==> config.mk <==
export PLATFORM = sky130hd
export DESIGN_NAME = lisu_seq
export DESIGN_NICKNAME = d
export VERILOG_FILES = /design/src/lisu_pkg.sv /design/src/lisu_seq.sv
export SDC_FILE = /design/constraint.sdc
export NUM_CORES = 1
export LEC_CHECK = 0
export BUFFER_PORTS_ARGS = -buffer_cell sky130_fd_sc_hd__buf_2
export CORE_ASPECT_RATIO = 2
export CORE_UTILIZATION = 30
export CTS_BUF_LIST = sky130_fd_sc_hd__clkbuf_4 sky130_fd_sc_hd__clkbuf_8
export DETAILED_ROUTE_END_ITERATION = 12
export MAX_ROUTING_LAYER = met4
export PLACE_DENSITY_LB_ADDON = 0.15
export SLEW_MARGIN = 20
export SYNTH_ARGS = -nofsm -noshare
export SYNTH_HDL_FRONTEND = slang
export SYNTH_SLANG_ARGS = --single-unit
export TNS_END_PERCENT = 1
==> constraint.sdc <==
create_clock -name clock -period 8.3 [get_ports clock]
set_clock_uncertainty 0.05 [all_clocks]
set_input_delay 1.66 -clock clock [delete_from_list [all_inputs] [get_ports clock]]
set_output_delay 1.66 -clock clock [all_outputs]
set_load 0.01 [all_outputs]
==> src/lisu_pkg.sv <==
// Shared types and constants of the infection lattice block.
`default_nettype none

package lisu_pkg;

   localparam int ACTION_W    = 2;
   localparam int COORD_IN_W  = 7;
   localparam int STATE_W     = 3;
   localparam int RADIUS_W    = 4;
   localparam int COUNT_OUT_W = 15;
   localparam int NSTATES     = 5;

   localparam logic [STATE_W-1:0] ST_O  = 3'd0;
   localparam logic [STATE_W-1:0] ST_V  = 3'd1;
   localparam logic [STATE_W-1:0] ST_LA = 3'd2;
   localparam logic [STATE_W-1:0] ST_UA = 3'd3;
   localparam logic [STATE_W-1:0] ST_N  = 3'd4;

   localparam logic [ACTION_W-1:0] ACT_WRITE  = 2'd0;
   localparam logic [ACTION_W-1:0] ACT_UPDATE = 2'd1;
   localparam logic [ACTION_W-1:0] ACT_READ   = 2'd2;

   localparam logic [RADIUS_W-1:0] RADIUS_RESET = 4'd1;

   typedef struct packed {
      logic                en;
      logic [STATE_W-1:0]  old_st;
      logic [STATE_W-1:0]  new_st;
   } cnt_upd_type;

endpackage

`default_nettype wire

==> src/lisu_seq.sv <==
// Sequencer: clearing pass, site decode and neighbourhood walk.
`default_nettype none

module lisu_seq #(
   parameter int SIDE       = 128,
   parameter int RADIUS_MAX = 15
) (
   input  wire logic                                  clock,
   input  wire logic                                  reset,
   input  wire logic                                  req_valid,
   output logic                                       req_ready,
   input  wire logic [lisu_pkg::ACTION_W-1:0]         req_action,
   input  wire logic [lisu_pkg::COORD_IN_W-1:0]       req_site_x,
   input  wire logic [lisu_pkg::COORD_IN_W-1:0]       req_site_y,
   input  wire logic [lisu_pkg::STATE_W-1:0]          req_write_value,
   input  wire logic [$clog2(RADIUS_MAX+1)-1:0]       radius,
   output logic                                       mem_wr_en,
   output logic [$clog2(SIDE*SIDE)-1:0]               mem_wr_addr,
   output logic [lisu_pkg::STATE_W-1:0]               mem_wr_data,
   output logic [$clog2(SIDE*SIDE)-1:0]               mem_rd_addr,
   input  wire logic [lisu_pkg::STATE_W-1:0]          mem_rd_data,
   output lisu_pkg::cnt_upd_type                      cnt_upd,
   output logic                                       fin_valid,
   input  wire logic                                  fin_ready,
   output logic [lisu_pkg::STATE_W-1:0]               fin_cell
);

   localparam int XW  = $clog2(SIDE);
   localparam int AWD = $clog2(SIDE * SIDE);
   localparam int RDW = ((XW > lisu_pkg::COORD_IN_W) ? XW : lisu_pkg::COORD_IN_W) + 1;
   localparam int RW  = $clog2(RADIUS_MAX + 1);
   localparam int OW  = RW + 1;
   localparam int SQW = $clog2(2 * RADIUS_MAX * RADIUS_MAX + 1);

   typedef enum logic [3:0] {
      S_CLEAR, S_IDLE, S_REDUCE, S_LOOKUP, S_DECIDE,
      S_PREWRAP, S_SCAN, S_MODIFY, S_FINAL_RD, S_FINAL
   } seq_state_type;

   function automatic logic [XW-1:0] inc_wrap(input logic [XW-1:0] c);
      return (c == XW'(SIDE - 1)) ? '0 : c + XW'(1);
   endfunction

   function automatic logic [XW-1:0] dec_wrap(input logic [XW-1:0] c);
      return (c == '0) ? XW'(SIDE - 1) : c - XW'(1);
   endfunction

   function automatic logic [SQW-1:0] sq_next(input logic [SQW-1:0] sq,
                                              input logic signed [OW-1:0] d);
      logic signed [SQW+1:0] t;
      t = $signed({2'b00, sq}) + ((SQW+2)'(d) <<< 1) + (SQW+2)'(1);
      return SQW'(t);
   endfunction

   seq_state_type                 state_ff, state_in;
   logic [AWD-1:0]                clr_ff, clr_in;
   logic [lisu_pkg::ACTION_W-1:0] act_ff, act_in;
   logic [lisu_pkg::STATE_W-1:0]  wv_ff, wv_in;
   logic [RDW-1:0]                rx_ff, rx_in, ry_ff, ry_in;
   logic [XW-1:0]                 sx_ff, sx_in, sy_ff, sy_in;
   logic [XW-1:0]                 cx_ff, cx_in, cy_ff, cy_in, cy0_ff, cy0_in;
   logic [RW-1:0]                 r_ff, r_in, k_ff, k_in;
   logic [SQW-1:0]                rsq_ff, rsq_in;
   logic signed [OW-1:0]          dx_ff, dx_in, dy_ff, dy_in;
   logic [SQW-1:0]                dxsq_ff, dxsq_in, dysq_ff, dysq_in;
   logic [lisu_pkg::STATE_W-1:0]  fo_ff, fo_in, fa_ff, fa_in;

   logic [RW-1:0]                 r_sel;
   logic signed [OW-1:0]          rpos;
   logic [SQW-1:0]                dsq_sum;
   logic                          hit;
   logic [AWD-1:0]                cur_addr;

   assign rpos     = $signed({1'b0, r_ff});
   assign dsq_sum  = dxsq_ff + dysq_ff;
   assign hit      = (dsq_sum != '0) && (dsq_sum <= rsq_ff);
   assign cur_addr = AWD'(cx_ff) * AWD'(SIDE) + AWD'(cy_ff);

   assign req_ready   = (state_ff == S_IDLE);
   assign mem_rd_addr = cur_addr;
   assign fin_valid   = (state_ff == S_FINAL);
   assign fin_cell    = mem_rd_data;

   always_comb begin
      state_in = state_ff;
      clr_in   = clr_ff;
      act_in   = act_ff;
      wv_in    = wv_ff;
      rx_in    = rx_ff;
      ry_in    = ry_ff;
      sx_in    = sx_ff;
      sy_in    = sy_ff;
      cx_in    = cx_ff;
      cy_in    = cy_ff;
      cy0_in   = cy0_ff;
      r_in     = r_ff;
      k_in     = k_ff;
      rsq_in   = rsq_ff;
      dx_in    = dx_ff;
      dy_in    = dy_ff;
      dxsq_in  = dxsq_ff;
      dysq_in  = dysq_ff;
      fo_in    = fo_ff;
      fa_in    = fa_ff;
      r_sel    = '0;

      mem_wr_en   = 1'b0;
      mem_wr_addr = cur_addr;
      mem_wr_data = lisu_pkg::ST_O;
      cnt_upd     = '0;

      unique case (state_ff) inside
         S_CLEAR: begin
            mem_wr_en   = 1'b1;
            mem_wr_addr = clr_ff;
            clr_in      = clr_ff + AWD'(1);
            if (clr_ff == AWD'(SIDE * SIDE - 1)) begin
               state_in = S_IDLE;
            end
         end
         S_IDLE: begin
            if (req_valid) begin
               act_in   = req_action;
               wv_in    = req_write_value;
               rx_in    = RDW'(req_site_x);
               ry_in    = RDW'(req_site_y);
               state_in = S_REDUCE;
            end
         end
         S_REDUCE: begin
            if (rx_ff >= RDW'(SIDE) || ry_ff >= RDW'(SIDE)) begin
               if (rx_ff >= RDW'(SIDE)) begin
                  rx_in = rx_ff - RDW'(SIDE);
               end
               if (ry_ff >= RDW'(SIDE)) begin
                  ry_in = ry_ff - RDW'(SIDE);
               end
            end else begin
               sx_in    = XW'(rx_ff);
               sy_in    = XW'(ry_ff);
               cx_in    = XW'(rx_ff);
               cy_in    = XW'(ry_ff);
               state_in = S_LOOKUP;
            end
         end
         S_LOOKUP: begin
            state_in = S_DECIDE;
         end
         S_DECIDE: begin
            state_in = S_FINAL_RD;
            if (act_ff == lisu_pkg::ACT_WRITE) begin
               if (wv_ff <= lisu_pkg::ST_N) begin
                  mem_wr_en      = 1'b1;
                  mem_wr_data    = wv_ff;
                  cnt_upd.en     = 1'b1;
                  cnt_upd.old_st = mem_rd_data;
                  cnt_upd.new_st = wv_ff;
               end
            end else if (act_ff == lisu_pkg::ACT_UPDATE) begin
               if (mem_rd_data == lisu_pkg::ST_V) begin
                  r_sel    = RW'(1);
                  fo_in    = lisu_pkg::ST_V;
                  fa_in    = lisu_pkg::ST_N;
                  state_in = S_PREWRAP;
               end else if (mem_rd_data == lisu_pkg::ST_N) begin
                  r_sel    = radius;
                  fo_in    = lisu_pkg::ST_LA;
                  fa_in    = lisu_pkg::ST_UA;
                  state_in = S_PREWRAP;
               end
               r_in   = r_sel;
               k_in   = r_sel;
               rsq_in = SQW'(r_sel) * SQW'(r_sel);
            end
         end
         S_PREWRAP: begin
            if (r_ff == '0) begin
               state_in = S_FINAL_RD;
            end else if (k_ff == '0) begin
               cy0_in   = cy_ff;
               dx_in    = -rpos;
               dy_in    = -rpos;
               dxsq_in  = rsq_ff;
               dysq_in  = rsq_ff;
               state_in = S_SCAN;
            end else begin
               cx_in = dec_wrap(cx_ff);
               cy_in = dec_wrap(cy_ff);
               k_in  = k_ff - RW'(1);
            end
         end
         S_SCAN, S_MODIFY: begin
            if (state_ff == S_MODIFY) begin
               if (mem_rd_data == lisu_pkg::ST_O) begin
                  mem_wr_en      = 1'b1;
                  mem_wr_data    = fo_ff;
                  cnt_upd.en     = 1'b1;
                  cnt_upd.old_st = mem_rd_data;
                  cnt_upd.new_st = fo_ff;
               end else if (mem_rd_data == lisu_pkg::ST_LA) begin
                  mem_wr_en      = 1'b1;
                  mem_wr_data    = fa_ff;
                  cnt_upd.en     = 1'b1;
                  cnt_upd.old_st = mem_rd_data;
                  cnt_upd.new_st = fa_ff;
               end
            end
            if (state_ff == S_SCAN && hit) begin
               state_in = S_MODIFY;
            end else begin
               state_in = S_SCAN;
               if (dy_ff == rpos) begin
                  if (dx_ff == rpos) begin
                     cx_in    = sx_ff;
                     cy_in    = sy_ff;
                     state_in = S_FINAL_RD;
                  end else begin
                     dxsq_in = sq_next(dxsq_ff, dx_ff);
                     dx_in   = dx_ff + OW'(1);
                     cx_in   = inc_wrap(cx_ff);
                     dy_in   = -rpos;
                     dysq_in = rsq_ff;
                     cy_in   = cy0_ff;
                  end
               end else begin
                  dysq_in = sq_next(dysq_ff, dy_ff);
                  dy_in   = dy_ff + OW'(1);
                  cy_in   = inc_wrap(cy_ff);
               end
            end
         end
         S_FINAL_RD: begin
            state_in = S_FINAL;
         end
         S_FINAL: begin
            if (fin_ready) begin
               state_in = S_IDLE;
            end
         end
         default: begin
            state_in = S_IDLE;
         end
      endcase
   end

   always_ff @(posedge clock) begin
      if (reset) begin
         state_ff <= S_CLEAR;
         clr_ff   <= '0;
      end else begin
         state_ff <= state_in;
         clr_ff   <= clr_in;
      end
      act_ff  <= act_in;
      wv_ff   <= wv_in;
      rx_ff   <= rx_in;
      ry_ff   <= ry_in;
      sx_ff   <= sx_in;
      sy_ff   <= sy_in;
      cx_ff   <= cx_in;
      cy_ff   <= cy_in;
      cy0_ff  <= cy0_in;
      r_ff    <= r_in;
      k_ff    <= k_in;
      rsq_ff  <= rsq_in;
      dx_ff   <= dx_in;
      dy_ff   <= dy_in;
      dxsq_ff <= dxsq_in;
      dysq_ff <= dysq_in;
      fo_ff   <= fo_in;
      fa_ff   <= fa_in;
   end

endmodule

`default_nettype wire

# After elaboration in Yosys (flattened, before gate mapping)
# Index checks and enable logic that the tools add are counted.
[classes] addsub=17 multipliers=1 magnitude_cmp=4 n_eq_ne=35 muxes=91 n_bitwise=3 n_reduce_logical=30
[ops] op="2-to-1 mux 7 bit" n=21
[ops] op="2-to-1 mux 4 bit" n=22
[ops] op="2-to-1 mux 9 bit" n=8
[ops] op="2-to-1 mux 8 bit" n=6
[ops] op="case mux 7 bit (3 select lines)" n=2
[ops] op="2-to-1 mux 5 bit" n=8
[ops] op="case mux 4 bit (9 select lines)" n=1
[ops] op="case mux 9 bit (2 select lines)" n=2
[ops] op="case mux 8 bit (2 select lines)" n=2
[ops] op="case mux 5 bit (2 select lines)" n=2
[ops] op="AND reduction 5 bit" n=4
[ops] op="adder 9 x 2 -> 9 bit (second input constant)" n=2
[ops] op="adder 9 x 6 -> 9 bit" n=2
[ops] op="2-to-1 mux 3 bit" n=6
[ops] op="equality test 4 x 3 -> 1 bit (second input constant)" n=4
[ops] op="greater-or-equal comparator 8 bit (second input constant)" n=2
[ops] op="!= test 2 bit (second input constant)" n=8
[ops] op="subtractor 8 bit (second input constant)" n=2
[ops] op="adder 14 x 1 -> 14 bit (second input constant)" n=1
[ops] op="adder 14 x 7 -> 14 bit" n=1
[ops] op="adder 7 x 1 -> 7 bit (second input constant)" n=2
[ops] op="equality test 14 bit (second input constant)" n=1
[ops] op="equality test 7 bit (second input constant)" n=2
[ops] op="logical NOT 7 bit" n=2
[ops] op="other kinds (40)" n=68
[totals] register_bits=123 input_bits=30

# Depth between registers and ports, before layout
[logic_depth] ltp_word=9 depth_mapped=14 mapped_depth_nobuf=14

# Worst setup path before layout
# OpenSTA, ideal clock, no wires.
[synth_path] kind="reg2reg" startpoint="register dxsq_ff[0]" endpoint="register dx_ff[0], enable pin" setup_time_ns=0.421 t_arrival_ns=4.293 required_time_ns=7.829 slack_ns=3.536 stages_incl_launch_ff=15 n_path_buf=0 synth_period_minus_slack_ns=4.764 path_cell_list="edfxtp_1 > ha_1 > fa_1 > a211oi_2 > o21bai_1 > a21oi_1 > xor2_1 > inv_1 > ha_1 > nand4_1 > nor2_1 > a21oi_1 > o2111ai_1 > a311oi_2 > nor4_1"
[synth_between] elab_chain_cells=6 word_cells_on_any_way=7
[synth_rtl] element="from (decl)" line_no="lisu_seq.sv:65" rtl="logic [SQW-1:0] dxsq_ff, dxsq_in, dysq_ff, dysq_in;"
[synth_rtl] element="from (signal assigned)" line_no="lisu_seq.sv:268" rtl="dxsq_ff <= dxsq_in;"
[synth_rtl] element="adder 9 bit (*)" line_no="lisu_seq.sv:75" rtl="assign dsq_sum = dxsq_ff + dysq_ff;"
[synth_rtl] element="<= comparator 9 x 8 -> 1 bit or nonzero test 9 bit (tied branches)" line_no="lisu_seq.sv:76" rtl="assign hit = (dsq_sum != '0) && (dsq_sum <= rsq_ff);"
[synth_rtl] element="logical AND 1 bit (*)" line_no="lisu_seq.sv:76"
[synth_rtl] element="logical AND 1 bit (*)" line_no="lisu_seq.sv:208" rtl="if (state_ff == S_SCAN && hit) begin"
[synth_rtl] element="!= test 2 bit (no line) (*)"
[synth_rtl] element="AND reduction 6 bit (no line) (*)"
[synth_rtl] element="to (signal assigned)" line_no="lisu_seq.sv:266" rtl="dx_ff <= dx_in;"
[synth_rtl] element="to (decl)" line_no="lisu_seq.sv:64" rtl="logic signed [OW-1:0] dx_ff, dx_in, dy_ff, dy_in;"
# Mark *: on every way between the ends. The rest lies on a longest branch, timed or not.
# A chain may end at the register's enable or synchronous reset.

# Worst setup path after layout
[layout_path] startpoint="input mem_rd_data[2] (netlist bit)" endpoint="output mem_wr_en"
[layout_between] elab_chain_cells=5 word_cells_on_any_way=6
[layout_rtl] element="from (decl)" line_no="lisu_seq.sv:21" rtl="input wire logic [lisu_pkg::STATE_W-1:0] mem_rd_data,"
[layout_rtl] element="equality test 3 x 2 -> 1 bit" line_no="lisu_seq.sv:200" rtl="end else if (mem_rd_data == lisu_pkg::ST_LA) begin"
[layout_rtl] element="2-to-1 mux 1 bit" line_no="lisu_seq.sv:200"
[layout_rtl] element="2-to-1 mux 1 bit (*)" line_no="lisu_seq.sv:194" rtl="if (mem_rd_data == lisu_pkg::ST_O) begin"
[layout_rtl] element="2-to-1 mux 1 bit (*)" line_no="lisu_seq.sv:193" rtl="if (state_ff == S_MODIFY) begin"
[layout_rtl] element="case mux 1 bit (3 select lines) (*)" line_no="lisu_seq.sv:112" rtl="unique case (state_ff) inside"
[layout_rtl] element="to (decl)" line_no="lisu_seq.sv:17" rtl="output logic mem_wr_en,"
# Marks and branches as above.

==> flow_metrics.py <==
metrics = {
    "logic_synthesis": {
        "synthCells": 764,
        "ys_seq_area_share_pct": 45.1,
        "ys_types": 73,
        "synthFlopType": "edfxtp_1",
        "synth_area_sq_um": 7450,
        "avgSynthCellArea_sq_um": 9.75,
        "async_flop_share_pct": 0,
        "synthesis.nets": 839,
        "ys_ff_latch": 118,
        "synth_edf_count": 100,
        "yosysWarnings": 0,
    },
    "worst_setup_path": {
        "path_max_fanout": 9,
        "cp-startpoint": "mem_rd_data[2]",
        "worstPathArrival_ps": 2660,
        "critPathSlowestCell": "or3_1",
        "end_kind": "primary output",
        "worstSetupStartpointType": "primary input",
        "cp_cell_sequence": "buf_2, or3_1, a21oi_1, nand2b_1, buf_2",
        "cpMostUsedCell": "buf_2",
        "crit-reg2reg-launch": "dysq_ff[0]",
        "crit_type": "primary input to primary output",
        "cpPeakStageDelay_ps": 370,
        "crit_required_ps": 6590,
    },
    "sta": {
        "period_needed_ps": 4370,
        "fmax_mhz": 229,
        "setup-tns-final_ps": 0,
        "worst_hold_slack_ps": 408,
        "slew_viol_final": 0,
        "fin_ws_ps": 3930,
        "finalHoldViolCount": 0,
        "period_share_pct": 52.7,
        "worst_slew_pin_slew_ps": 942,
        "setup_viol": 0,
        "max_slew_margin_pct": 36.7,
        "rsz0062_at_grt": "no",
    },
    "clock_network": {
        "cts_hold_buf": 0,
        "cts-buffers-inserted": 17,
        "cts_root_buf": "clkbuf_8",
        "path_clk_slew_ps": 70,
        "cts_buffer_depth": 2,
        "tritoncts": "yes",
        "cts_resized": 0,
        "insertion_delay_ps": 460,
        "post_cts_buffers": 0,
        "clock_sinks": 118,
        "htreeDepth": 4,
    },
    "finish": {
        "antenna_cells": 0,
        "final_common_cell": "nand2_1",
        "postLayoutCoreUtil_pct": 35.1,
        "nets": 904,
        "areaGrowthSynthToFinish_pct": 15.1,
        "final_layout_size_suffix_gt1_share_pct": 16.7,
        "register_area_sq_um": 3360,
        "final_cell_mix": "nand2_1 (102), edfxtp_1 (100), buf_2 (73), nor2_1 (65), a21oi_1 (44)",
        "multi_input_area_sq_um": 3790,
        "fill_cells": 2571,
    },
    "status": {
        "outcome": "finished clean",
    },
    "route": {
        "wl_um": 22000,
        "first_pass_iters": 4,
        "routedWlPerCell_um": 18.8,
        "drtIter0Drc": 251,
        "ant_nets": 0,
        "drt-vias-per-instance": 4.89,
        "drt_drc_violations_left": 0,
        "via_count": 5735,
    },
    "global_route": {
        "antenna_found_initial": 0,
        "grt_max_degree": 33,
        "grt-ovfl-total": 0,
        "groute.usage.overall_pct": 18.5,
        "grt_pass1_vias": 5884,
        "grt_pass1_wl_um": 33200,
    },
    "power": {
        "irDropWorstVdd_v": 0.000118,
        "powerDensity_nw_per_um2": 165,
        "p_leak_nw": 3.38,
    },
    "placed_design": {
        "port_buffers": 73,
        "preCtsSetupSlack_ps": 3920,
        "dp_hpwl_um": 17000,
        "routabilityCongestion": 0.816,
    },
    "die": {
        "ioPinCount": 74,
        "die_x_um": 113,
        "die-area_sq_um": 25500,
        "initial_core_util_pct": 30.5,
        "die_height_um": 225,
        "std_cell_rows": 81,
        "fp.coreArea_sq_um": 24400,
    },
    "hold_path": {
        "min-delay-start": "rx_ff[3]",
        "min_path_type": "flop to flop",
    },
    "flow_run": {
        "drv_cap": 0,
    },
}
==> flip-flops by register name (all words and copies together), names as in the netlist, 2 cells and up <==
signal,cells
cy0_ff,7
k_ff,4
dy_ff,5
dxsq_ff,9
r_ff,4
wv_ff,3
sy_ff,7
act_ff,2
dx_ff,5
sx_ff,7
rx_ff,8
dysq_ff,9
rsq_ff,6
ry_ff,8
cy_ff,7
cx_ff,7
clr_ff,14
state_ff,4
==> where the power goes <==
| group | leakage, nW | total [W] | internal (W) | switching (W) |
|---|---|---|---|---|
| registers | 1.06 | 0.000684 | 0.000661 | 0.0000235 |
| clock network | 0.201 | 0.000575 | 0.000327 | 0.000248 |
| logic | 2.12 | 0.000153 | 0.0000582 | 0.0000944 |
| total | 3.38 | 0.00141 | 0.00105 | 0.000366 |
==> cell type report <==
type | instances | share of cell area, %
sequential | 118 | 39.2
clock inverter | 14 | 2.15
multi-input combinational | 572 | 44.2
clock buffer | 18 | 2.82
timing repair buffer | 82 | 5.05
inverter | 38 | 1.66
tap | 332 | 4.85
==> final timing paths <==
check	endpoint	slack, ps	depth (start not counted)
worst max-delay path	mem_wr_en	3930	5
worst min-delay path	sx_ff[3]	410	0
worst max register to register	cx_ff[3]	3990	14
worst min register to register	sx_ff[3]	410	0
==> synth_stat cells, types with 5 or more instances <==
master,n,share of area [%]
a21oi_1,44,3.0
and2_1,19,1.6
and3_1,17,1.4
buf_2,5,0.34
buf_4,7,0.71
clkbuf_1,23,1.2
dfxtp_1,18,4.8
edfxtp_1,100,40
ha_1,41,6.9
inv_1,38,1.9
mux2_2,5,0.76
mux2i_1,6,0.81
nand2_1,102,5.1
nand2b_1,8,0.67
nand3_1,19,1.3
nor2_1,65,3.3
nor2b_1,6,0.50
nor3_1,18,1.2
nor3b_1,5,0.50
o211ai_1,5,0.50
o21ai_0,40,2.7
o21ai_1,11,0.74
o31ai_1,6,0.60
or3_1,6,0.50
xnor2_1,28,3.3
xor2_1,40,4.7
==> per-stage QoR <==
stage / total power, W / std cells / instance area [sq um]
2_1_floorplan: 0.000787 / 764 / 7450
3_3_place_gp: 0.000849 / 1141 / 8140
3_5_place_dp: 0.000850 / 1141 / 8140
4_1_cts: 0.00143 / 1173 / 8570
5_1_grt: 0.00147 / 1174 / 8570
6_report: 0.00141 / 1174 / 8570
==> critical path, delay by kind of cell <==
| kind | cells | cell delay [ps] |
|---|---|---|
| AND/OR/NAND/NOR | 2 | 500 |
| AO/OA/AOI/OAI | 1 | 210 |
| buffers and inverters | 2 | 290 |
==> per-layer routing <==
metal	GRT usage, %	share of wire (%)
met5	-	0
met4	9.38	4.0
met3	3.15	2.4
met2	36.9	59
met1	16.0	34
==> cell families after synthesis <==
family	count (synthesis)	synth area share, %
mux	12	1.71
flops	118	45.1
compound gates	151	13.0
fa+ha+maj	45	7.96
buf+inv	74	4.27
xor+xnor	70	8.43
simple gates	294	19.5
(Power assumes the default switching activity.)
