File: config.mk
export PLATFORM = sky130hd
export DESIGN_NAME = lisu_counts
export DESIGN_NICKNAME = d
export VERILOG_FILES = /design/src/lisu_pkg.sv /design/src/lisu_counts.sv
export SDC_FILE = /design/constraint.sdc
export NUM_CORES = 1
export LEC_CHECK = 0
export ABC_AREA = 1
export BUFFER_PORTS_ARGS = -buffer_cell sky130_fd_sc_hd__buf_2
export CAP_MARGIN = 20
export CELL_PAD_IN_SITES_DETAIL_PLACEMENT = 0
export CELL_PAD_IN_SITES_GLOBAL_PLACEMENT = 1
export CORE_MARGIN = 2
export CORE_UTILIZATION = 37
export DETAILED_ROUTE_END_ITERATION = 10
export PLACE_DENSITY = 0.83
export SYNTH_ARGS = -nofsm -noshare
export SYNTH_HDL_FRONTEND = slang
export SYNTH_SLANG_ARGS = --single-unit
File: constraint.sdc
create_clock -name clock -period 2.6 [get_ports clock]
set_clock_uncertainty 0.15 [all_clocks]
set_input_delay 0.26 -clock clock [delete_from_list [all_inputs] [get_ports clock]]
set_output_delay 0.26 -clock clock [all_outputs]
set_load 0.01 [all_outputs]
File: src/lisu_pkg.sv
// Shared types and constants of the infection lattice block.
`default_nettype none

package lisu_pkg;

   localparam int ACTION_W    = 2;
   localparam int COORD_IN_W  = 7;
   localparam int STATE_W     = 3;
   localparam int RADIUS_W    = 4;
   localparam int COUNT_OUT_W = 15;
   localparam int NSTATES     = 5;

   localparam logic [STATE_W-1:0] ST_O  = 3'd0;
   localparam logic [STATE_W-1:0] ST_V  = 3'd1;
   localparam logic [STATE_W-1:0] ST_LA = 3'd2;
   localparam logic [STATE_W-1:0] ST_UA = 3'd3;
   localparam logic [STATE_W-1:0] ST_N  = 3'd4;

   localparam logic [ACTION_W-1:0] ACT_WRITE  = 2'd0;
   localparam logic [ACTION_W-1:0] ACT_UPDATE = 2'd1;
   localparam logic [ACTION_W-1:0] ACT_READ   = 2'd2;

   localparam logic [RADIUS_W-1:0] RADIUS_RESET = 4'd1;

   typedef struct packed {
      logic                en;
      logic [STATE_W-1:0]  old_st;
      logic [STATE_W-1:0]  new_st;
   } cnt_upd_type;

endpackage

`default_nettype wire

File: src/lisu_counts.sv
// Running per-state cell counters.
`default_nettype none

module lisu_counts #(
   parameter int SIDE = 128
) (
   input  wire logic                                                   clock,
   input  wire logic                                                   reset,
   input  wire lisu_pkg::cnt_upd_type                                  upd,
   output logic [lisu_pkg::NSTATES-1:0][$clog2(SIDE*SIDE+1)-1:0]       counts
);

   localparam int CNW = $clog2(SIDE * SIDE + 1);

   logic [lisu_pkg::NSTATES-1:0][CNW-1:0] cnt_ff;
   logic [lisu_pkg::NSTATES-1:0][CNW-1:0] cnt_in;

   always_comb begin
      for (int k = 0; k < lisu_pkg::NSTATES; k++) begin
         cnt_in[k] = cnt_ff[k];
         if (upd.en) begin
            if (upd.old_st == lisu_pkg::STATE_W'(k) && cnt_ff[k] != '0) begin
               cnt_in[k] = cnt_in[k] - CNW'(1);
            end
            if (upd.new_st == lisu_pkg::STATE_W'(k)) begin
               cnt_in[k] = cnt_in[k] + CNW'(1);
            end
         end
      end
   end

   always_ff @(posedge clock) begin
      if (reset) begin
         for (int k = 0; k < lisu_pkg::NSTATES; k++) begin
            if (k == int'(lisu_pkg::ST_O)) begin
               cnt_ff[k] <= CNW'(SIDE * SIDE);
            end else begin
               cnt_ff[k] <= '0;
            end
         end
      end else begin
         cnt_ff <= cnt_in;
      end
   end

   assign counts = cnt_ff;

endmodule

`default_nettype wire

# Yosys cells after proc, flatten, opt, wreduce, memory -nomap -nowiden

Index checks and enable logic that the tools add are counted.

Register bits: 75
Bits in latches: 0
RAM bits: 0
ROM bits: 0
Input port bits: 9
Output and inout port bits: 75
Word-level logic and storage cells: 50
Memories: 0

$add $sub $neg: 10
Multiply operators: 0
Divide/modulo/power cells: 0
$lt $le $gt $ge: 0
Equality and inequality tests: 8
Shifts and indexed selects: 0
Multiplexer cells: 15
Bitwise gates (word level): 0
Reduce and logical (&&, ||, !) cells: 12

Operators with widths:

| cell                    | number |
|---|---|
| $mux W15                | 15 |
| $add A15 B1 Y15 const B | 5 |
| $reduce_bool A15 Y1     | 5 |
| $sub A15 B1 Y15 const B | 5 |
| $eq A3 B2 Y1 const B    | 4 |
| $eq A3 B1 Y1 const B    | 2 |
| $eq A3 B3 Y1 const B    | 2 |
| $logic_not A3 Y1        | 2 |
| $logic_and A1 B1 Y1     | 5 |

# Depth between registers and ports, before layout

Gate-level depths: netlist of the first run.

Depth in word-level cells: 6
Depth in mapped cells: 22
Gate-level depth less buffers: 21

# Worst setup path after synthesis of the first run

OpenSTA, ideal clock, no wires.

Path kind: flip-flop to flip-flop
Start: register cnt_ff, in the netlist counts[45]
End: register cnt_ff, in the netlist counts[55]
Library setup time: 128 ps
Arrival: 2,455 ps
Data required time: 2,322 ps
Path slack: -133 ps
Stages on the path, launching flop included: 21
Path buffers: 1
Period minus slack after synthesis: 2,733 ps
Cell sequence: dfxtp_1 > inv_1 > ha_1 > nand2_1 > nor2_1 > nand2_1 > nand2_4 > inv_2 > buf_6 > nand2_1 > nand2_1 > inv_1 > ha_1 > inv_1 > nor2_1 > nand3_1 > nor2_2 > nand2_1 > nor2_2 > xnor2_1 > a21oi_1

Longest elaborated chain between the ends: 6
Elaborated cells on any way between the ends: 7
Classes of those cells: add/sub: 2; mux: 3; reduce/logical: 2

Ends and longest elaborated chain:

| what                                                                    | line              | RTL |
|---|---|---|
| from (decl)                                                             | lisu_counts.sv:15 | `logic [lisu_pkg::NSTATES-1:0][CNW-1:0] cnt_ff;` |
| from (signal, indexed assignment)                                       | lisu_counts.sv:36 | `cnt_ff[k] <= CNW'(SIDE * SIDE);` |
| from (signal assigned)                                                  | lisu_counts.sv:42 | `cnt_ff <= cnt_in;` |
| parallel branches: the longest is 2 deep, another holds $sub A15 B1 Y15 | -                 |  |
| $mux W15 (*)                                                            | lisu_counts.sv:22 | `if (upd.old_st == lisu_pkg::STATE_W'(k) && cnt_ff[k] != '0) begin` |
| $mux W15 (*)                                                            | lisu_counts.sv:21 | `if (upd.en) begin` |
| $add A15 B1 Y15                                                         | lisu_counts.sv:26 | `cnt_in[k] = cnt_in[k] + CNW'(1);` |
| $mux W15 (*)                                                            | lisu_counts.sv:25 | `if (upd.new_st == lisu_pkg::STATE_W'(k)) begin` |

Every way passes the cells marked *. The select of a mux whose other input is x is not followed.
A chain may end at the register's enable or synchronous reset.

# Worst setup path in the final report of the first run

Start: register cnt_ff, in the netlist counts[0]
End: register cnt_ff, in the netlist counts[11]

Same word-level chain as after synthesis.

==> summary.md, run 1 <==
| Metric | Value |
|---|---|
| Antenna diodes | `0` |
| Final core utilization | `48.6%` |
| H-tree levels | `3` |
| All-Layer GR Usage | `22.3%` |
| Synth Warn # | `0` |
| Post-synthesis register bit count | `75` |
| Site Rows | `51` |
| DRC viols | `0` |
| Capturing point of the worst reg2reg path | `counts[11]` |
| Layout cells sized above 1 | `22.9%` |
| Clk network pwr share | `34.2%` |
| Switching pwr | `1.58 mW` |
| Max-slew violations | `0` |
| HP Class | `in -> reg` |
| CTS tree | `done` |
| Req. time, crit path | `2690 ps` |
| Critical path capture point type | `flip-flop` |
| Max_cap viols | `0` |
| Hpwl dp | `17.4 mm` |
| Max reg flops | `75` |
| FMAX | `408 MHz` |
| Finish-stage setup viols | `0` |
| Pwr Total | `4.38 mW` |
| Largest net degree at the start of global routing | `57` |
| Synth Flop Type | `dfxtp_1` |
| Post-synth ARST share | `0%` |
| DR vias/cell | `4.80` |
| IO Count | `84` |
| Area contributors post-synth | `nand2_1, dfxtp_1, nor2_1` |
| Detailed Route WL | `23.0 mm` |
| Leakage power | `4.79 nW` |
| Synth Area per Inst | `5.53 um^2` |
| First-pass GRT wire length | `37.3 mm` |
| Core ar. | `19400 um^2` |
| Switch share | `36.0%` |
| Synth top cells by count | `nand2_1, nor2_1, inv_1` |
| Total CTS buffers | `9` |
| TritonCTS Sinks | `75` |
| Pwr Density | `464 nW/um^2` |
| Vias in the first global route | `7619` |
| Grt total ovfl | `0` |
| Setup CP Type | `reg -> reg` |
| Mapped Area | `7280 um^2` |
| Die Footprint | `20800 um^2` |
| Die width | `144 um` |
| Pre-antenna DRT Iters | `5` |
| Post-CTS Hold Buffers | `0` |
| Worst-Margin Slew | `510 ps` |
| Initial antenna violation count | `0` |
| CTS root buffer | `clkbuf_16` |
| Hold endpoint | `counts[72]` |
| Fin nets | `1522` |
| Placer Congestion | `0.895` |
| Reg clk slew, reported paths | `60 ps` |
| CP Launch Type | `flip-flop` |
| Worst VDD drop | `0.307 mV` |
| Crit path max fanout | `9` |
| Synth Net Count | `1337` |
| Via count | `8505` |
| Worst flop-to-flop path startpoint | `counts[0]` |
| Pint | `2.80 mW` |
| Worst hold start | `upd[6]` |
| Period minus WS final | `2450 ps` |
| Synth top area share | `21.6%` |
| Routed Antenna Nets | `0` |
| Synth area leader | `nand2_1` |
| Starting Density | `37.5%` |
| Cell with the most instances after synthesis | `nand2_1` |
| Combinational fraction of design power | `36.3%` |
| IO Port Bufs | `83` |
| Post-synth EDFFs | `0` |
| Number of DRC markers in iteration 0 | `479` |
| Final-report hold violation count | `0` |
| Status | `completed` |
| Post-synthesis sequential area ratio | `20.6%` |
| Hold Path Depth | `2` |
| Syn-to-layout area delta | `29.5%` |
| R2R depth | `17` |
| Clock Tree Buf Depth | `2` |
| DR WL/cell | `13.0 um` |
| Post-Syn Instances | `1318` |
| Clk Latency, worst-skew pair | `350 ps` |
| Slew HR | `65.6%` |
| Reg2reg setup slack | `150 ps` |
| Sequential power share | `29.5%` |
| Number of distinct library cells after synthesis | `36` |
| Critical path arrival | `2550 ps` |
| Part of the cycle the worst path needs | `94.3%` |
| Die height | `144 um` |
[power by group through the flow]
| stage | Combinational [mW] | Sequential [mW] | Clock [mW] |
|---|---|---|---|
| 3_5_place_dp | 1.52 | 1.31 | 0 |
| 5_1_grt | 1.80 | 1.30 | 1.57 |
| 6_report | 1.59 | 1.29 | 1.50 |
| 2_1_floorplan | 0.926 | 1.38 | 0 |
| 4_1_cts | 1.54 | 1.28 | 1.53 |
| 3_3_place_gp | 1.51 | 1.30 | 0 |
[stage by stage]
step	TNS [ps]	hold WS [ps]	cells	worst slack [ps]	area [um^2]
2_1_floorplan	0	266	1318	2.46	7330
3_3_place_gp	0	390	1744	2.26	8780
3_5_place_dp	-8.57	396	1744	-7.74	8780
4_1_cts	0	165	1761	2.55	9150
5_1_grt	-167	187	1773	-47.6	9430
6_report	0	174	1773	147	9430
[placed cells by master, fill, tap and decap left out, types with 13 or more instances in the layout]
cell type  netlist  routed
buf_4            6     123
dfxtp_1         75      72
xnor2_1         17      17
o21ai_0         70      69
nor2_2          25      35
xor2_1          42      42
nand2_2         17      28
nor2_4           3      16
a21oi_1         76      75
nor2_1         171     148
inv_2            9      17
buf_2            3      82
nand4_1         13      13
nand3_1        112     109
inv_1          170     162
nand2_1        419     405
[metal layers]
metal	global-route usage [%]	wire length [um]
met5	0	0
met4	5.83	324
met3	2.19	857
met2	35.8	10300
met1	31.9	11500
[area by class of cell]
type,instances,area (um^2)
Fill cell,2101,9970
Multi-Input combinational cell,1030,5190
Sequential cell,75,1510
Timing Repair Buffer,208,1390
Inverter,179,672
Tap cell,265,332
Clock buffer,11,243
Clock inverter,5,100
[logic make-up (layout without fill, tap and decap cells)]
group           after synthesis  in the layout  synth area share (%)
fa+ha+maj                    10             10                  1.72
simple gates                789            789                  46.5
buf+inv                     213            403                  11.6
compound gates              172            172                  12.5
flops                        75             75                  20.6
xor+xnor                     59             59                  7.09
[worst max-delay path, stage by stage, from the launching register on]
cell and delay [ps]:
dfxtp_1 340, inv_2 40, ha_2 170, nand2_1 90, nor2_2 50, nand2_2 120
nand2_4 80, buf_4 180, nand2_1 80, nand2_1 130, nor2_1 220, nand3_2 160
nor2_1 170, nand2_1 60, nand2_1 50, nand3_1 110, nand2_1 90, inv_1 30
[worst max path at each step]
| stage | startpoint | cells past startpoint | slack (ps) | endpoint |
|---|---|---|---|---|
| global placement | counts[50] | 20 | 2 | counts[59] |
| global route | counts[1] | 18 | -50 | counts[10] |
| detailed placement | counts[50] | 20 | -8 | counts[59] |
| floorplan | counts[45] | 20 | 2 | counts[55] |
| finish | counts[0] | 17 | 150 | counts[11] |
| CTS | counts[46] | 21 | 3 | counts[59] |
[what timing repair did]
item / in CTS / in global routing
setup endpoints to repair: 4 / 43
pin swaps: 2 / 23
setup buffers: 1 / 12
gates resized for setup: 5 / 65
No activity file was read; power rests on OpenSTA's default activity.
==> run 2, diff against run 1 <==
--- a/config.mk
+++ b/config.mk
@@ -14,6 +14,8 @@
 export CORE_UTILIZATION = 37
 export DETAILED_ROUTE_END_ITERATION = 10
 export PLACE_DENSITY = 0.83
+export RECOVER_POWER = 100
 export SYNTH_ARGS = -nofsm -noshare
 export SYNTH_HDL_FRONTEND = slang
 export SYNTH_SLANG_ARGS = --single-unit
+export TNS_END_PERCENT = 50
==> run 2 against run 1 <==
Combinational power down 3%. Sequential share of layout area up 0.31 points. Largest cell class unchanged. Critical path type unchanged. Die area unchanged. Highest routed layer unchanged.
==> summary.md, run 2 (synthesis gave the netlist of run 1 again) <==
| Metric | Value |
|---|---|
| Status | `completed` |
| Starting Density | `37.5% (unchanged)` |
| Sequential power share | `30.6% (+1.1 points)` |
| Critical path arrival | `2510 ps (-40 ps)` |
| Pre-antenna DRT Iters | `5 (unchanged)` |
| Critical path capture point type | `flip-flop` |
| Largest net degree at the start of global routing | `53 (-7.0%)` |
| Initial antenna violation count | `2 (+2)` |
| Syn-to-layout area delta | `26.9%` |
| Site Rows | `51 (unchanged)` |
| Grt total ovfl | `0 (unchanged)` |
| Part of the cycle the worst path needs | `92.8% (-1.5 points)` |
| Met2 WL | `10.4 mm (+1.7%)` |
| Wire length on met1 | `11.3 mm (-2.3%)` |
| Commonest non-fill, non-tap cells in the layout | `nand2_1, inv_1, nor2_1, nand3_1, buf_4` |
| Max-slew violations | `0 (unchanged)` |
| Clk Latency, worst-skew pair | `350 ps (about the same)` |
| Vias in the first global route | `7838 (+2.9%)` |
| Combinational fraction of design power | `37.0% (+0.7 points)` |
| Max_cap viols | `0 (unchanged)` |
| Fin cells | `1786 (+0.73%)` |
| Fin nets | `1533 (+0.72%)` |
| Worst flop-to-flop path startpoint | `counts[15]` |
| Crit path max fanout | `6 (-3)` |
| Hpwl dp | `17.7 mm (+1.7%)` |
| Worst Setup EP | `counts[25]` |
| Uppermost layer routed | `met4` |
| Core ar. | `19400 um^2 (unchanged)` |
| CTS tree | `done` |
| HP Class | `in -> reg` |
| Final-report hold violation count | `0 (unchanged)` |
| FMAX | `414 MHz (+1.6%)` |
| Detailed Route WL | `23.2 mm (+0.80%)` |
| DR WL/cell | `13.0 um (about the same)` |
| CP Launch Type | `flip-flop` |
| Capturing point of the worst reg2reg path | `counts[25]` |
| Clock Tree Buf Depth | `2 (unchanged)` |
| Req. time, crit path | `2690 ps (about the same)` |
| Reg clk slew, reported paths | `70 ps (about the same)` |
| Leakage power | `4.55 nW (-5.2%)` |
| Number of DRC markers in iteration 0 | `481 (+0.42%)` |
| RSZ-0062 raised after global routing | `yes` |
| Period minus WS final | `2410 ps (-38.6 ps)` |
| Switching pwr | `1.58 mW (+0.13%)` |
| Die Footprint | `20800 um^2 (unchanged)` |
| All-Layer GR Usage | `22.6% (+0.25 points)` |
| Die width | `144 um (unchanged)` |
| IO Count | `84 (unchanged)` |
| IO Port Bufs | `83 (unchanged)` |
| Crit path launch | `counts[15]` |
| Switch share | `37.6% (+1.6 points)` |
| Total CTS buffers | `9 (unchanged)` |
| Routed Antenna Nets | `0 (unchanged)` |
| WHS | `260 ps (+85.7 ps)` |
| Worst-Margin Slew | `523 ps (+12.6 ps)` |
| Via count | `8600 (+1.1%)` |
| Worst VDD drop | `0.325 mV (+6.0%)` |
| Number of fill cells in the layout | `2225 (+5.9%)` |
| Slew HR | `65.2% (-0.48 points)` |
| Finish-stage setup viols | `0 (unchanged)` |
| Setup CP Type | `reg -> reg` |
| Pwr Density | `454 nW/um^2 (-2.1%)` |
| DRC viols | `0 (unchanged)` |
| R2R depth | `17 (unchanged)` |
| First-pass GRT wire length | `37.6 mm (+0.74%)` |
| Die height | `144 um (unchanged)` |
| Multi-input combinational cell area | `5170 um^2 (-0.27%)` |
| DR vias/cell | `4.82 (+0.38%)` |
| Layout cells sized above 1 | `18.6% (-4.4 points)` |
| CTS root buffer | `clkbuf_16` |
| Commonest non-fill, non-tap cell in the layout | `nand2_1` |
| H-tree levels | `3 (unchanged)` |
| Clk network pwr share | `32.4% (-1.8 points)` |
| Reg2reg setup slack | `190 ps (+40 ps)` |
| Met3 routed WL | `1.02 mm (+19%)` |
| Pint | `2.62 mW (-6.4%)` |
| Sequential standard cell area | `1500 um^2 (about the same)` |
| Placed cells | `1755 (+0.63%)` |
| Max reg flops | `75 (unchanged)` |
| Placer Congestion | `0.882 (-1.5%)` |
| TritonCTS Sinks | `75 (unchanged)` |
[run 2: changes by cell type in the layout (fill, tap and decap cells not counted), sizes merged]
cell	before	now
clkbuf	11	84
buf	208	147
bufinv	3	1
diode	0	2
clkinvlp	0	1
[run 2: worst min-delay path by stage]
| stage | start | slack [ps] | cells after the start | end |
|---|---|---|---|---|
| finish | upd[6] | 260 | 3 | counts[49] |
| global route | upd[6] | 290 | 3 | counts[51] |
| CTS | upd[6] | 260 | 3 | counts[72] |
| detailed placement | counts[29] | 390 | 2 | counts[29] |
| global placement | counts[29] | 390 | 2 | counts[29] |
| floorplan | reset | 270 | 3 | counts[19] |
[run 2: area by class of cell]
cell class | instances | share of cell area, %
Antenna cell | 2 | 0.0541
Clock buffer | 12 | 2.88
Clock inverter | 4 | 0.514
Inverter | 179 | 7.27
Multi-Input combinational cell | 1030 | 56.0
Sequential cell | 75 | 16.3
Tap cell | 265 | 3.59
Timing Repair Buffer | 219 | 13.5
[run 2: critical path: stages, from the launching register on]
cell and delay, ps:
dfxtp_1 340, inv_1 60, ha_1 220, nand2_2 90, nor2_2 50, nand2_2 110, nand2_4 90, nand2_1 70
nand2_1 90, inv_1 90, ha_1 140, inv_1 50, nor2_2 110, nand3_2 140, nor2_4 190, a21oi_1 90
nor2_1 170, nor2_1 60
[run 2: what timing repair did]
action	in CTS	in global routing
resized for setup	1	68
buffers inserted	0	13
endpoints found under the setup margin	2	41
hold buffers	0	0
pin swaps	1	26
endpoints found under the hold margin	0	0
[run 2: through the flow]
step | setup TNS (ps) | worst slack, ps | util [%] | total power, mW | area (um^2)
floorplan | -28.2 | -24.0 | - | 2.31 | 7320
global placement | 0 | 73.9 | 45.6 | 2.83 | 8840
detailed placement | 0 | 1.33 | 45.6 | 2.84 | 8840
CTS | 0 | 7.03 | 47.2 | 4.21 | 9160
global route | -174 | -48.5 | 47.6 | 4.48 | 9240
finish | 0 | 186 | 47.7 | 4.20 | 9240
[run 2: power groups by stage]
stage               Clock, mW  Combinational, mW  Sequential, mW
finish                   1.36               1.55            1.29
global route             1.42               1.76            1.29
CTS                      1.39               1.54            1.28
detailed placement          0               1.53            1.30
global placement            0               1.53            1.30
floorplan                   0              0.923            1.38
[run 2: routing by layer]
layer,GRT usage [%],vias up
met5,0,-
met4,7.05,0
met3,3.08,27
met2,37.4,169
met1,30.4,3847
li1,-,4557
==> run 3, diff against run 2 <==
--- a/config.mk
+++ b/config.mk
@@ -5,15 +5,14 @@
 export SDC_FILE = /design/constraint.sdc
 export NUM_CORES = 1
 export LEC_CHECK = 0
-export ABC_AREA = 1
 export BUFFER_PORTS_ARGS = -buffer_cell sky130_fd_sc_hd__buf_2
 export CAP_MARGIN = 20
 export CELL_PAD_IN_SITES_DETAIL_PLACEMENT = 0
 export CELL_PAD_IN_SITES_GLOBAL_PLACEMENT = 1
 export CORE_MARGIN = 2
-export CORE_UTILIZATION = 37
+export CORE_UTILIZATION = 40
 export DETAILED_ROUTE_END_ITERATION = 10
-export PLACE_DENSITY = 0.83
+export PLACE_DENSITY = 0.82
 export RECOVER_POWER = 100
 export SYNTH_ARGS = -nofsm -noshare
 export SYNTH_HDL_FRONTEND = slang
==> run 3 against run 2 <==
The flow now finishes with violations (setup timing). Critical path type unchanged. Sequential share of layout area shrank 3.4 points. Critical path depth down 7. Power shrank 7.3%. Sequential power is 5% lower.
==> summary.md, run 3 <==
| Metric | Value |
|---|---|
| Status | `finished, violations left` |
| Failing checks | `setup timing` |
| First-pass GRT wire length | `40.6 mm (+8.1%)` |
| Mapped Area | `7360 um^2 (+1.1%)` |
| Cell with the most instances after synthesis | `nor2_1` |
| Synth top area share | `20.4% (-1.2 points)` |
| Hold endpoint | `counts[8]` |
| Worst Path Buf+Inv | `1 (-2)` |
| Worst flop-to-flop path startpoint | `counts[1]` |
| Grt total ovfl | `0 (unchanged)` |
| DRC viols | `0 (unchanged)` |
| Synth area leader | `dfxtp_1` |
| Post-synth EDFFs | `0 (unchanged)` |
| WHS | `79.0 ps (-181 ps)` |
| Commonest non-fill, non-tap cell in the layout | `buf_4` |
| Synth top cells by count | `nor2_1, nand2_1, dfxtp_1` |
| Worst VDD drop | `0.317 mV (-2.6%)` |
| Pre-antenna DRT Iters | `5 (unchanged)` |
| Synth Warn # | `0 (unchanged)` |
| Slew HR | `56.5% (-8.6 points)` |
| Clock Tree Buf Depth | `2 (unchanged)` |
| R2R depth | `10 (-7)` |
| CP Launch Type | `flip-flop` |
| Layout cells sized above 1 | `49.9% (+31 points)` |
| Initial antenna violation count | `0 (-2)` |
| Placer Congestion | `0.892 (+1.1%)` |
| CTS tree | `done` |
| TritonCTS Sinks | `75 (unchanged)` |
| Post-CTS Hold Buffers | `0 (unchanged)` |
| HP Class | `in -> reg` |
| Max-slew violations | `0 (unchanged)` |
| Setup CP Type | `reg -> reg` |
| Clk network pwr share | `31.1% (-1.3 points)` |
| Req. time, crit path | `2690 ps (about the same)` |
| Synth Net Count | `1018 (-24%)` |
| Combinational fraction of design power | `37.6% (+0.6 points)` |
| FMAX | `336 MHz (-19%)` |
| Core ar. | `18000 um^2 (-7.1%)` |
| Die width | `140 um (-3.2%)` |
| Number of distinct library cells after synthesis | `90 (+150%)` |
| Slowest cell on crit path | `or4_4` |
| DR vias/cell | `5.49 (+14%)` |
| Die Footprint | `19500 um^2 (-6.3%)` |
| RSZ-0062 raised after global routing | `yes` |
| Synth Area per Inst | `7.37 um^2 (+33%)` |
| Post-synthesis register bit count | `75 (unchanged)` |
| Cell Chain, Critical Path | `inv_4 -> ha_4 -> or3b_4 -> or4_4 -> nor4_4 -> o211ai_1 -> nor2_1 -> mux2_2 -> a21oi_1 -> or3b_1` |
| Part of the cycle the worst path needs | `115% (+22 points)` |
| Largest net degree at the start of global routing | `87 (+64%)` |
| Vias in the first global route | `8383 (+7.0%)` |
| Starting Density | `40.9% (+3.3 points)` |
| Critical path capture point type | `flip-flop` |
| Number of DRC markers in iteration 0 | `439 (-8.7%)` |
| Reg clk slew, reported paths | `70 ps (about the same)` |
| Antenna diodes | `0 (-2)` |
| Worst slack at placement | `-418 ps (-419 ps)` |
| Pwr Density | `324 nW/um^2 (-29%)` |
| Dpl cell area | `10600 um^2 (+20%)` |
| DR WL/cell | `15.6 um (+21%)` |
| Worst Setup Slack, final | `-378 ps (-564 ps)` |
| Post-Syn Instances | `999 (-24%)` |
| Die height | `140 um (-3.2%)` |
| Worst-Margin Slew | `647 ps (+124 ps)` |
| Total CTS buffers | `9 (unchanged)` |
| Post-synthesis sequential area ratio | `20.4% (-0.23 points)` |
| Period minus WS final | `2980 ps (+564 ps)` |
| Routed Antenna Nets | `0 (unchanged)` |
| Sequential power share | `31.3% (+0.7 points)` |
| H-tree levels | `3 (unchanged)` |
| Final-report hold violation count | `0 (unchanged)` |
| IO Count | `84 (unchanged)` |
| Hold Path Depth | `2 (-1)` |
| Crit path max fanout | `4 (-2)` |
| Critical path arrival | `3060 ps (+550 ps)` |
| Leakage power | `5.22 nW (+15%)` |
| Capturing point of the worst reg2reg path | `counts[11]` |
| Area contributors post-synth | `dfxtp_1, nor2_1, xnor2_1` |
| IO Port Bufs | `83 (unchanged)` |
| Syn-to-layout area delta | `63.4%` |
| Commonest non-fill, non-tap cells in the layout | `buf_4, nor2_1, nand2_1, buf_2, dfxtp_1` |
| Pint | `2.55 mW (-2.6%)` |
| Post-synth ARST share | `0% (unchanged)` |
| Finish-stage setup viols | `41 (+41)` |
| Max reg flops | `75 (unchanged)` |
| Switch share | `34.4% (-3.1 points)` |
| All-Layer GR Usage | `24.7% (+2.2 points)` |
| Reg2reg setup slack | `-380 ps (-560 ps)` |
| Clk Latency, worst-skew pair | `350 ps (about the same)` |
| Fin nets | `1402 (-8.5%)` |
| CP peak stage delay | `450 ps (+110 ps)` |
| Via count | `8882 (+3.3%)` |
| Switching pwr | `1.34 mW (-15%)` |
| CTS root buffer | `clkbuf_16` |
| Detailed Route WL | `25.3 mm (+9.2%)` |
| Site Rows | `49 (-3.9%)` |
| Synth Flop Type | `dfxtp_1` |
| Worst hold start | `reset` |
| Design Area, Final | `12000 um^2 (+30%)` |
| Hpwl dp | `17.9 mm (+0.76%)` |
| Max_cap viols | `0 (unchanged)` |
| Final core utilization | `66.8% (+19 points)` |
| Delay-heaviest family, CP | `simple AND/OR/NAND/NOR gates` |
-- run 3: power groups by stage --
| stage | sequential, mW | combinational [mW] | clock [mW] |
|---|---|---|---|
| floorplan | 1.27 | 0.733 | 0 |
| global placement | 1.24 | 1.23 | 0 |
| detailed placement | 1.24 | 1.25 | 0 |
| CTS | 1.22 | 1.36 | 1.24 |
| global route | 1.23 | 1.58 | 1.28 |
| finish | 1.22 | 1.46 | 1.21 |
-- run 3: repair_timing --
| action | CTS | global route |
|---|---|---|
| setup endpoints to repair | 49 | 57 |
| gates resized for setup | 100 | 84 |
| buffers inserted | 29 | 27 |
| pin swaps | 75 | 51 |
-- run 3: per-layer routing --
layer | vias up | track usage [%] | wire length, um | part of all wire [%]
met5 | - | 0 | 0 | 0
met4 | 0 | 8.32 | 662 | 2.6
met3 | 52 | 2.62 | 1010 | 4.0
met2 | 213 | 43.3 | 12500 | 50
met1 | 4230 | 31.7 | 11100 | 44
li1 | 4387 | - | - | -
-- run 3: layout make-up --
class / instances / area (um^2)
clock buffer: 10 / 229
clock inverter: 6 / 42.5
fill: 1503 / 5990
inverter: 24 / 113
multi-input combinational: 830 / 6560
sequential: 75 / 1540
tap: 229 / 287
timing repair buffer: 443 / 3260
-- run 3: stage by stage --
stage | setup TNS [ps] | power [mW] | cells
finish | -7090 | 3.90 | 1617
global route | -12970 | 4.08 | 1617
detailed placement | -12390 | 2.50 | 1552
CTS | -5840 | 3.81 | 1594
floorplan | -9440 | 2.00 | 999
global placement | -10370 | 2.48 | 1552
-- run 3: worst max-delay path by stage --
stage | startpoint | endpoint | cells past startpoint
after floorplan | counts[60] | counts[68] | 17
after global routing | counts[1] | counts[11] | 10
after CTS | counts[1] | counts[11] | 10
final | counts[1] | counts[11] | 10
after global placement | upd[4] | counts[11] | 11
after detailed placement | upd[3] | counts[23] | 15
-- run 3: cells by family after synthesis --
family / share of synthesized area, %
AND/OR/NAND/NOR: 37.7
AO/OA/AOI/OAI: 17.8
buffers and inverters: 6.17
XOR/XNOR: 10.6
flip-flops: 20.4
multiplexers: 5.64
adder cells (fa/ha/maj): 1.70
-- run 3: worst reg2reg max path, stage by stage, from the launching register on --
cell and delay [ps]:
dfxtp_4 350, inv_4 50, ha_4 130, or3b_4 380
or4_4 450, nor4_4 210, o211ai_1 160, nor2_1 170
mux2_2 360, a21oi_1 110, or3b_1 340
